--- src/hw/rtl/eeg_dfs_pkg.sv ---
// Shared types, constants and register indexes for the converter frame deframer and scaler.
// No dependencies; every module of the block imports this package.
`default_nettype none

package eeg_dfs_pkg;

   localparam int CHANNELS     = 8;
   localparam int STATUS_BYTES = 3;
   localparam int FRAME_LEN    = STATUS_BYTES + 3 * CHANNELS;
   localparam int POS_W        = 5;

   localparam int VREF_W = 23;
   localparam int GAIN_W = 5;
   localparam int CODE_W = 24;
   localparam int NV_W   = 34;
   localparam int PROD_W = CODE_W + VREF_W;
   localparam int NUM_W  = PROD_W + 10;
   localparam int DEN_W  = GAIN_W + VREF_W;
   localparam int CNT_W  = 6;

   localparam logic [VREF_W-1:0] FULL_SCALE = 23'd8388607;
   localparam logic [9:0]        NV_PER_UV  = 10'd1000;

   localparam int CSR_INDEX_W = 4;
   localparam int CSR_DATA_W  = 23;
   localparam logic [CSR_INDEX_W-1:0] REG_VREF = 4'd0;
   localparam logic [CSR_INDEX_W-1:0] REG_GAIN = 4'd1;
   localparam logic [VREF_W-1:0] VREF_RESET = 23'd4500000;
   localparam logic [GAIN_W-1:0] GAIN_RESET = 5'd24;

   localparam int QUEUE_DEPTH = 4;
   localparam int QPTR_W      = 2;

   typedef struct packed {
      logic [VREF_W-1:0] vref_microvolts;
      logic [GAIN_W-1:0] pga_gain;
   } cfg_type;

   typedef struct packed {
      logic               is_status;
      logic [2:0]         channel_index;
      logic [23:0]        status_word;
      logic signed [23:0] sample_code;
      logic               end_of_frame;
   } item_type;

   typedef struct packed {
      logic                   is_status;
      logic [2:0]             channel_index;
      logic [23:0]            status_word;
      logic signed [23:0]     sample_code;
      logic signed [NV_W-1:0] nanovolts;
      logic                   end_of_frame;
   } result_type;

   typedef enum logic [2:0] {
      S_IDLE,
      S_MUL_VREF,
      S_MUL_NV,
      S_DIVIDE,
      S_SIGN,
      S_DONE
   } back_state_type;

endpackage

`default_nettype wire

--- src/hw/rtl/eeg_dfs_front.sv ---
// Front end: tracks the byte position in the frame and assembles status and sample words.
// Depends on eeg_dfs_pkg; pushes classified items into eeg_dfs_queue.
`default_nettype none

module eeg_dfs_front (
   input  wire logic                clock,
   input  wire logic                reset,
   input  wire logic                accept,
   input  wire logic [7:0]          data_byte,
   input  wire logic                frame_start,
   output logic                     push,
   output eeg_dfs_pkg::item_type    item
);
   import eeg_dfs_pkg::*;

   logic [POS_W-1:0] pos_ff, pos_in, pos_cur;
   logic [1:0]       sub_ff, sub_in, sub_cur;
   logic [2:0]       ch_ff, ch_in, ch_cur;
   logic [23:0]      status_ff, status_in;
   logic [15:0]      sample_ff, sample_in;
   logic             emit;

   always_comb begin
      pos_cur   = frame_start ? '0 : pos_ff;
      sub_cur   = frame_start ? '0 : sub_ff;
      ch_cur    = frame_start ? '0 : ch_ff;
      pos_in    = (pos_cur == POS_W'(FRAME_LEN - 1)) ? '0 : pos_cur + 1'b1;
      status_in = status_ff;
      sample_in = sample_ff;
      sub_in    = sub_cur;
      ch_in     = ch_cur;
      emit      = 1'b0;
      item      = '0;
      if (pos_cur < POS_W'(STATUS_BYTES)) begin
         status_in = (pos_cur == '0) ? {16'h0000, data_byte} : {status_ff[15:0], data_byte};
         sub_in    = '0;
         ch_in     = '0;
         emit      = (pos_cur == POS_W'(STATUS_BYTES - 1));
         item.is_status   = 1'b1;
         item.status_word = status_in;
      end else begin
         sample_in = (sub_cur == 2'd0) ? {8'h00, data_byte} : {sample_ff[7:0], data_byte};
         if (sub_cur == 2'd2) begin
            emit   = 1'b1;
            sub_in = '0;
            ch_in  = ch_cur + 1'b1;
         end else begin
            sub_in = sub_cur + 1'b1;
         end
         item.channel_index = ch_cur;
         item.sample_code   = {sample_ff, data_byte};
         item.end_of_frame  = (ch_cur == 3'(CHANNELS - 1));
      end
      push = accept && emit;
   end

   always_ff @(posedge clock) begin
      if (reset) begin
         pos_ff    <= '0;
         sub_ff    <= '0;
         ch_ff     <= '0;
         status_ff <= '0;
         sample_ff <= '0;
      end else if (accept) begin
         pos_ff    <= pos_in;
         sub_ff    <= sub_in;
         ch_ff     <= ch_in;
         status_ff <= status_in;
         sample_ff <= sample_in;
      end
   end

endmodule

`default_nettype wire

--- src/hw/rtl/eeg_dfs_queue.sv ---
// Short request queue between the front end and the scaler.
// Depends on eeg_dfs_pkg for the item type and depth.
`default_nettype none

module eeg_dfs_queue (
   input  wire logic              clock,
   input  wire logic              reset,
   input  wire logic              push,
   input  eeg_dfs_pkg::item_type  push_item,
   input  wire logic              pop,
   output eeg_dfs_pkg::item_type  head_item,
   output logic                   empty,
   output logic                   full
);
   import eeg_dfs_pkg::*;

   item_type            mem_ff [QUEUE_DEPTH];
   logic [QPTR_W-1:0]   wr_ptr_ff, rd_ptr_ff;
   logic [QPTR_W:0]     count_ff;

   assign empty     = (count_ff == '0);
   assign full      = (count_ff == (QPTR_W + 1)'(QUEUE_DEPTH));
   assign head_item = mem_ff[rd_ptr_ff];

   always_ff @(posedge clock) begin
      if (push) begin
         mem_ff[wr_ptr_ff] <= push_item;
      end
   end

   always_ff @(posedge clock) begin
      if (reset) begin
         wr_ptr_ff <= '0;
         rd_ptr_ff <= '0;
         count_ff  <= '0;
      end else begin
         if (push) begin
            wr_ptr_ff <= wr_ptr_ff + 1'b1;
         end
         if (pop) begin
            rd_ptr_ff <= rd_ptr_ff + 1'b1;
         end
         unique case ({push, pop})
            2'b10:   count_ff <= count_ff + 1'b1;
            2'b01:   count_ff <= count_ff - 1'b1;
            default: count_ff <= count_ff;
         endcase
      end
   end

endmodule

`default_nettype wire

--- src/hw/rtl/eeg_dfs_back.sv ---
// Back end: scales channel codes to nanovolts with two multiplies and a radix-2 divider,
// and holds each result in the output register. Depends on eeg_dfs_pkg.
`default_nettype none

module eeg_dfs_back (
   input  wire logic                clock,
   input  wire logic                reset,
   input  eeg_dfs_pkg::cfg_type     cfg,
   input  eeg_dfs_pkg::item_type    head_item,
   input  wire logic                empty,
   output logic                     pop,
   output logic                     rsp_valid,
   input  wire logic                rsp_ready,
   output eeg_dfs_pkg::result_type  rsp
);
   import eeg_dfs_pkg::*;

   back_state_type     state_ff, state_in;
   item_type           item_ff, item_in;
   logic [CODE_W-1:0]  mag_ff, mag_in;
   logic               neg_ff, neg_in;
   logic [PROD_W-1:0]  prod_ff, prod_in;
   logic [DEN_W-1:0]   den_ff, den_in;
   logic [NUM_W-1:0]   num_ff, num_in;
   logic [DEN_W-1:0]   rem_ff, rem_in;
   logic [CNT_W-1:0]   cnt_ff, cnt_in;
   logic [NV_W-1:0]    nv_ff, nv_in;
   logic               rsp_valid_ff, rsp_valid_in;
   result_type         rsp_ff, rsp_in;
   logic               bypass, load;
   logic [DEN_W:0]     shifted;

   assign bypass = head_item.is_status || (cfg.pga_gain == '0) || (cfg.vref_microvolts == '0);
   assign load   = (state_ff == S_DONE) && (!rsp_valid_ff || rsp_ready);
   assign shifted = {rem_ff, num_ff[NUM_W-1]};

   always_comb begin
      state_in = state_ff;
      unique case (state_ff)
         S_IDLE:     if (!empty) state_in = bypass ? S_DONE : S_MUL_VREF;
         S_MUL_VREF: state_in = S_MUL_NV;
         S_MUL_NV:   state_in = S_DIVIDE;
         S_DIVIDE:   if (cnt_ff == '0) state_in = S_SIGN;
         S_SIGN:     state_in = S_DONE;
         S_DONE:     if (load) state_in = S_IDLE;
         default:    state_in = S_IDLE;
      endcase
   end

   always_comb begin
      pop     = 1'b0;
      item_in = item_ff;
      mag_in  = mag_ff;
      neg_in  = neg_ff;
      prod_in = prod_ff;
      den_in  = den_ff;
      num_in  = num_ff;
      rem_in  = rem_ff;
      cnt_in  = cnt_ff;
      nv_in   = nv_ff;
      unique case (state_ff)
         S_IDLE: begin
            pop     = !empty;
            item_in = head_item;
            neg_in  = head_item.sample_code[CODE_W-1];
            mag_in  = head_item.sample_code[CODE_W-1] ?
                      (~head_item.sample_code) + 1'b1 : head_item.sample_code;
            nv_in   = '0;
         end
         S_MUL_VREF: begin
            prod_in = PROD_W'(mag_ff) * PROD_W'(cfg.vref_microvolts);
            den_in  = DEN_W'(cfg.pga_gain) * DEN_W'(FULL_SCALE);
         end
         S_MUL_NV: begin
            num_in = NUM_W'(prod_ff) * NUM_W'(NV_PER_UV);
            rem_in = '0;
            cnt_in = CNT_W'(NUM_W - 1);
         end
         S_DIVIDE: begin
            if (shifted >= {1'b0, den_ff}) begin
               rem_in = DEN_W'(shifted - {1'b0, den_ff});
               num_in = {num_ff[NUM_W-2:0], 1'b1};
            end else begin
               rem_in = shifted[DEN_W-1:0];
               num_in = {num_ff[NUM_W-2:0], 1'b0};
            end
            cnt_in = cnt_ff - 1'b1;
         end
         S_SIGN: begin
            nv_in = neg_ff ? (~num_ff[NV_W-1:0]) + 1'b1 : num_ff[NV_W-1:0];
         end
         S_DONE: begin
         end
         default: begin
         end
      endcase
   end

   always_comb begin
      rsp_in               = rsp_ff;
      rsp_valid_in         = rsp_valid_ff && !rsp_ready;
      if (load) begin
         rsp_valid_in         = 1'b1;
         rsp_in.is_status     = item_ff.is_status;
         rsp_in.channel_index = item_ff.channel_index;
         rsp_in.status_word   = item_ff.status_word;
         rsp_in.sample_code   = item_ff.sample_code;
         rsp_in.nanovolts     = nv_ff;
         rsp_in.end_of_frame  = item_ff.end_of_frame;
      end
   end

   always_ff @(posedge clock) begin
      if (reset) begin
         state_ff     <= S_IDLE;
         rsp_valid_ff <= 1'b0;
      end else begin
         state_ff     <= state_in;
         rsp_valid_ff <= rsp_valid_in;
      end
   end

   always_ff @(posedge clock) begin
      item_ff <= item_in;
      mag_ff  <= mag_in;
      neg_ff  <= neg_in;
      prod_ff <= prod_in;
      den_ff  <= den_in;
      num_ff  <= num_in;
      rem_ff  <= rem_in;
      cnt_ff  <= cnt_in;
      nv_ff   <= nv_in;
      rsp_ff  <= rsp_in;
   end

   assign rsp_valid = rsp_valid_ff;
   assign rsp       = rsp_ff;

endmodule

`default_nettype wire

--- src/hw/rtl/eeg_adc_frame_deframer_scaler_core.sv ---
// Path: status or unscaled sample via queue, scaler item register and output register to
// rsp_tvalid; a scaled sample also via two multiply states, 57 divider steps and the sign fix.
// Throughput: one request byte per cycle while the 4-entry queue has room; the scaler pops no
// new item before the last result is loaded for output, so it sets the sustained sample rate.
// Reset: synchronous, active high; clears frame position, queue, scaler and output valid,
// and loads vref_microvolts = 4500000 and pga_gain = 24.
`default_nettype none

module eeg_adc_frame_deframer_scaler_core (
   input  wire logic                                 clock,
   input  wire logic                                 reset,
   input  wire logic                                 req_tvalid,
   output logic                                      req_tready,
   input  wire logic [7:0]                           req_tdata,  // data_byte
   input  wire logic                                 req_tuser,  // frame_start
   output logic                                      rsp_tvalid,
   input  wire logic                                 rsp_tready,
   // channel_index[2:0], status_word[26:3], sample_code[50:27], nanovolts[84:51], zero[87:85]
   output logic [87:0]                               rsp_tdata,
   output logic                                      rsp_tuser,  // is_status
   output logic                                      rsp_tlast,  // end_of_frame
   input  wire logic                                 csr_valid,
   output logic                                      csr_ready,
   input  wire logic [eeg_dfs_pkg::CSR_INDEX_W-1:0]  csr_index,
   input  wire logic [eeg_dfs_pkg::CSR_DATA_W-1:0]   csr_data
);
   import eeg_dfs_pkg::*;

   cfg_type     cfg_ff;
   item_type    push_item, head_item;
   result_type  rsp;
   logic        push, pop, empty, full, accept;

   assign req_tready = !full;
   assign accept     = req_tvalid && req_tready;
   assign csr_ready  = 1'b1;

   always_ff @(posedge clock) begin
      if (reset) begin
         cfg_ff.vref_microvolts <= VREF_RESET;
         cfg_ff.pga_gain        <= GAIN_RESET;
      end else if (csr_valid && csr_ready) begin
         if (csr_index == REG_VREF) begin
            cfg_ff.vref_microvolts <= csr_data[VREF_W-1:0];
         end else if (csr_index == REG_GAIN) begin
            cfg_ff.pga_gain <= csr_data[GAIN_W-1:0];
         end
      end
   end

   eeg_dfs_front u_front (
      .clock       (clock),
      .reset       (reset),
      .accept      (accept),
      .data_byte   (req_tdata),
      .frame_start (req_tuser),
      .push        (push),
      .item        (push_item)
   );

   eeg_dfs_queue u_queue (
      .clock     (clock),
      .reset     (reset),
      .push      (push),
      .push_item (push_item),
      .pop       (pop),
      .head_item (head_item),
      .empty     (empty),
      .full      (full)
   );

   eeg_dfs_back u_back (
      .clock     (clock),
      .reset     (reset),
      .cfg       (cfg_ff),
      .head_item (head_item),
      .empty     (empty),
      .pop       (pop),
      .rsp_valid (rsp_tvalid),
      .rsp_ready (rsp_tready),
      .rsp       (rsp)
   );

   assign rsp_tdata = {3'b000, rsp.nanovolts, rsp.sample_code, rsp.status_word,
                       rsp.channel_index};
   assign rsp_tuser = rsp.is_status;
   assign rsp_tlast = rsp.end_of_frame;

endmodule

`default_nettype wire
--- config.mk ---
export PLATFORM = sky130hd
export DESIGN_NAME = eeg_adc_frame_deframer_scaler_core
export DESIGN_NICKNAME = d
export VERILOG_FILES = /design/src/hw/rtl/eeg_dfs_pkg.sv /design/src/hw/rtl/eeg_dfs_front.sv /design/src/hw/rtl/eeg_dfs_queue.sv /design/src/hw/rtl/eeg_dfs_back.sv /design/src/hw/rtl/eeg_adc_frame_deframer_scaler_core.sv
export SDC_FILE = /design/constraint.sdc
export NUM_CORES = 2
export LEC_CHECK = 0
export BUFFER_PORTS_ARGS = -buffer_cell sky130_fd_sc_hd__buf_2
export CELL_PAD_IN_SITES_DETAIL_PLACEMENT = 2
export CELL_PAD_IN_SITES_GLOBAL_PLACEMENT = 2
export CORE_ASPECT_RATIO = 0.75
export CORE_UTILIZATION = 45
export DETAILED_ROUTE_END_ITERATION = 10
export GPL_TIMING_DRIVEN = 0
export PLACE_DENSITY = 0.8
export SYNTH_ARGS = -nofsm -noshare
export SYNTH_HDL_FRONTEND = slang
export SYNTH_HIERARCHICAL = 1
export SYNTH_SLANG_ARGS = --single-unit
--- constraint.sdc ---
create_clock -name clock -period 9.4 [get_ports clock]
set_clock_uncertainty 0.2 [all_clocks]
set_input_delay 0.94 -clock clock [delete_from_list [all_inputs] [get_ports clock]]
set_output_delay 0.94 -clock clock [all_outputs]
set_load 0.01 [all_outputs]
==> parameters.txt <==
Parameter                              Value

Run status
  Status ... finished, final reports clean

Cells and area
  Storage element area ... 0.0189 mm2
  Total area of multi-input combinational cells ... 0.0310 mm2
  Filler-free cell count of the finished design ... 6446
  Cell area after layout ... roughly 0.06 mm2
  Share of layout cells above drive strength 1 ... ~8.2%
  Final-layout fill cell count ... roughly 12000
  Growth of design area from synthesis to finish ... 9.87%
  Final #Nets ... 5896

Synthesis
  Register bit count reported by yosys ... around 660
  Number of enable flip-flop cells after synthesis ... between 500 and 600
  Area of the mapped netlist ... between 0.05 and 0.06 mm2
  Async SR Flop Fraction ... 0%
  Synthesized netlist cell count ... about 4600
  Top FF cell, synth ... edfxtp_1
  Sequential share of the synthesized area ... between 30% and 40%
  Mapped Avg Cell Area ... 11.5 um2
  Count of unique library cells instantiated by Yosys ... roughly 110
  Synth warn ... 6

Detailed routing
  Vias after detailed routing ... ~38000
  Number of antenna-violating nets in the routed design ... 0
  Post-detailed-route via-to-cell ratio ... roughly 5.9
  Drt first pass iters ... 5
  DRC violation count after routing ... 0
  Routed Wire Length ... roughly 190000 um
  Routed WL per cell ... 30.0 um
  Number of violations reported at the end of detailed-routing iteration 0 ... ~2800

Clocking
  Clk_lat worst skew ... 700 ps
  Clock slew at the register clock pins of the worst setup and hold paths ... 70 ps
  Hold-fix buffers, CTS ... 0
  TritonCTS clock tree ... yes
  # H-tree levels ... 3
  Bufs on Longest Clock Path ... 3
  Post-cts sizing count ... 0
  Number of buffers inserted by post-CTS setup repair ... 0
  Clock sink count ... about 660
  Buffer cell driving the clock tree root ... clkbuf_16
  Number of buffers created by CTS ... 70

Floorplanning
  IO Pins ... 134
  Area of the core region ... between 0.1 and 0.15 mm2
  Std cell rows ... 108
  Initial core utilization ... around 46%
  Die boundary height ... ~300 um
  Die area ... 0.120 mm2
  Die boundary width ... approximately 400 um

Place
  Placed instance count ... roughly 6300
  Number of port buffers ... approximately 130
  Cell Area, Placed ... 0.0561 mm2
  Placed wire-length estimate after detailed placement ... approximately 150000 um
  Routability-driven placement congestion ratio ... approximately 0.89

STA
  Total setup violations reported at the end of the flow ... 0
  Worst Max-Slew Pin Slew ... ~1300 ps
  Final TNS setup ... 0 ps
  Time the final worst path needs with I/O delays and setup ... roughly 9100 ps
  Final hold slack ... 219 ps
  Highest achievable clock rate ... 110 MHz
  RSZ-0062 raised after global routing ... false
  Period utilization ... between 90% and 100%
  Worst rel slew slack ... between 10% and 20%
  Final count of pins violating max slew ... 0
  Number of hold-slack violations in the final timing report ... 0

GRT
  Maximum number of pins on one net before global-route repair ... 54
  Global-route total usage across every layer ... around a third
  Number of antenna violations at the first check in global routing ... 15
  Overflow after GRT ... 0
  Number of global-route vias before repair ... 43615
  Global-route wire length before repair ... 288000 um

Worst setup path
  Cells along the critical path ... clkbuf_1, nand2_1, fa_1, fa_1, inv_1, fa_1, inv_1, fa_1, inv_1, fa_1, fa_1, inv_1, fa_1, inv_1, ha_1, clkbuf_1, and4_1, o211ai_1, o311ai_2, o21ai_1, o21ai_0, a221oi_1, xnor2_1
  Endpoint kind of the worst setup timing path ... flop
  Most prevalent standard cell on the critical path ... fa_1
  Crit Path Category ... flop to flop
  Startpoint class of the critical path ... flop
  Endpoint arrival time on the critical path ... 9390 ps
  Launch point of the worst path ... u_back/mag_ff[9]$_DFFE_PP_
  Critical Path RT ... a little under 10000 ps
  Worst path max stage delay ... between 700 and 800 ps
  Reg2reg start ... u_back/mag_ff[9]$_DFFE_PP_
  R2R Setup Slk ... 270 ps
  Max Fanout on Critical Path ... 10
  Slowest stage cell, crit path ... edfxtp_1

Flow run
  Max-Cap Viols ... 0

Worst hold path
  Class of the most critical hold timing path ... flop to flop
  Worst min-delay path startpoint ... u_back/nv_ff[24]$_SDFFCE_PN0P_
[worst max-delay path: cells and delay by family (launching register included)]
family,cells,cell delay [ps]
xor gates and xnor gates,1,350
buffers and inverters,7,1320
AOI/OAI and AO/OA,5,1850
and+or+nand+nor,2,460
adders and majority gates,8,3910
DFF,1,780
[metal layers]
metal  global-route usage, %  vias up  part of all wire (%)
met3                    5.57      454                   6.4
met2                    55.4     1481                    49
met1                    42.1    20336                    40
met5                       0        -                0.0067
met4                    12.9        2                   4.4
li1                        -    15803                     -
[cell usage in the layout, fill, tap and decap left out, drive strengths merged, types with 13 or more instances in the layout]
cell,synthesis,routed
nor4,16,16
dfxtp,83,83
nor2b,22,22
and2,280,280
nor2,187,187
a211oi,18,18
o31ai,20,20
a21o,67,67
clkbuf,169,257
fa,655,655
o41ai,13,13
and3,46,46
ha,352,352
o21ai,126,126
a31oi,19,19
a21oi,159,159
nor3,32,32
buf,43,193
nand2b,71,71
edfxtp,575,575
inv,630,632
mux2i,72,72
clkinv,1,32
xor2,75,75
o21a,22,22
xnor2,102,102
nand4,22,22
mux4,53,53
or3,15,15
o21bai,14,14
nand3,41,41
nand2,482,482
o211ai,26,26
[path summary, 6_finish.rpt]
kind	to	cells after the start
worst min-delay path	u_back/rsp[25]$_DFFE_PP_	0
worst max register to register	u_back/prod_ff[44]$_DFFE_PP_	23
worst max-delay path	u_back/prod_ff[44]$_DFFE_PP_	23
worst min register to register	u_back/rsp[25]$_DFFE_PP_	0
[logic make-up after synthesis]
logic type	after synthesis	synth area share [%]
xor+xnor	177	2.91
other cells	2	0.0141
flops	658	35.6
fa+ha+maj	1007	32.9
simple gates	1260	11.7
compound gates	551	6.86
mux	126	3.64
buf+inv	843	6.30
[per-stage QoR]
step / worst slack (ps) / utilization, %
after floorplan: 2340 / -
after global placement: -1560 / 47.9
after detailed placement: 565 / 48.2
after CTS: 459 / 50.2
after global routing: 86.3 / 50.2
final: 270 / 50.2
[final cells by class]
cell class	instances	share of cell area, %
clock inverters	39	0.782
clock buffers	88	3.18
plain buffers	212	1.68
multi-input cells	3125	53.0
well taps	1540	3.30
flip-flops and latches	658	32.4
repair buffers	150	1.62
diodes	3	0.0128
inverters	631	4.05
[registers in the layout, indices dropped and copies added, names as in the netlist, 28 cells and up, named ones only]
signal	cells
u_queue/mem_ff	212
u_back/den_ff	28
u_back/rem_ff	28
u_back/prod_ff	47
u_back/rsp	87
u_back/num_ff	57
cfg_ff	28
u_back/item_ff	53
u_back/nv_ff	34
[cell usage after synthesis (11+ instances only)]
cell      instances  share of area (%)
nand2_1         482                3.4
a21oi_1         154                1.4
clkbuf_1        168                1.2
o21a_1           22               0.31
ha_1            352                8.3
and3_1           45               0.53
nor4_1           15               0.18
buf_4            11               0.16
xnor2_1         102                1.7
o21bai_1         14               0.20
inv_1           630                4.4
and2_1          279                3.3
nor2_1          186                1.3
a31oi_1          18               0.21
o211ai_1         23               0.32
nand4_1          22               0.26
nand3_1          40               0.38
xor2_1           75                1.2
a211oi_1         18               0.25
mux2i_1          72                1.4
o21ai_0         113                1.1
nor3_1           31               0.29
or3_1            15               0.18
mux4_2           50                2.1
o41ai_1          11               0.18
fa_1            655                 25
nand2b_1         70               0.82
o31ai_1          19               0.27
edfxtp_1        575                 32
a21o_1           66               0.93
dfxtp_1          83                3.1
nor2b_1          22               0.26
o21ai_1          13               0.12
buf_2            15               0.14
Power is not shown: default switching activity piles up to over one toggle a cycle in this logic, so the estimate is an artifact.
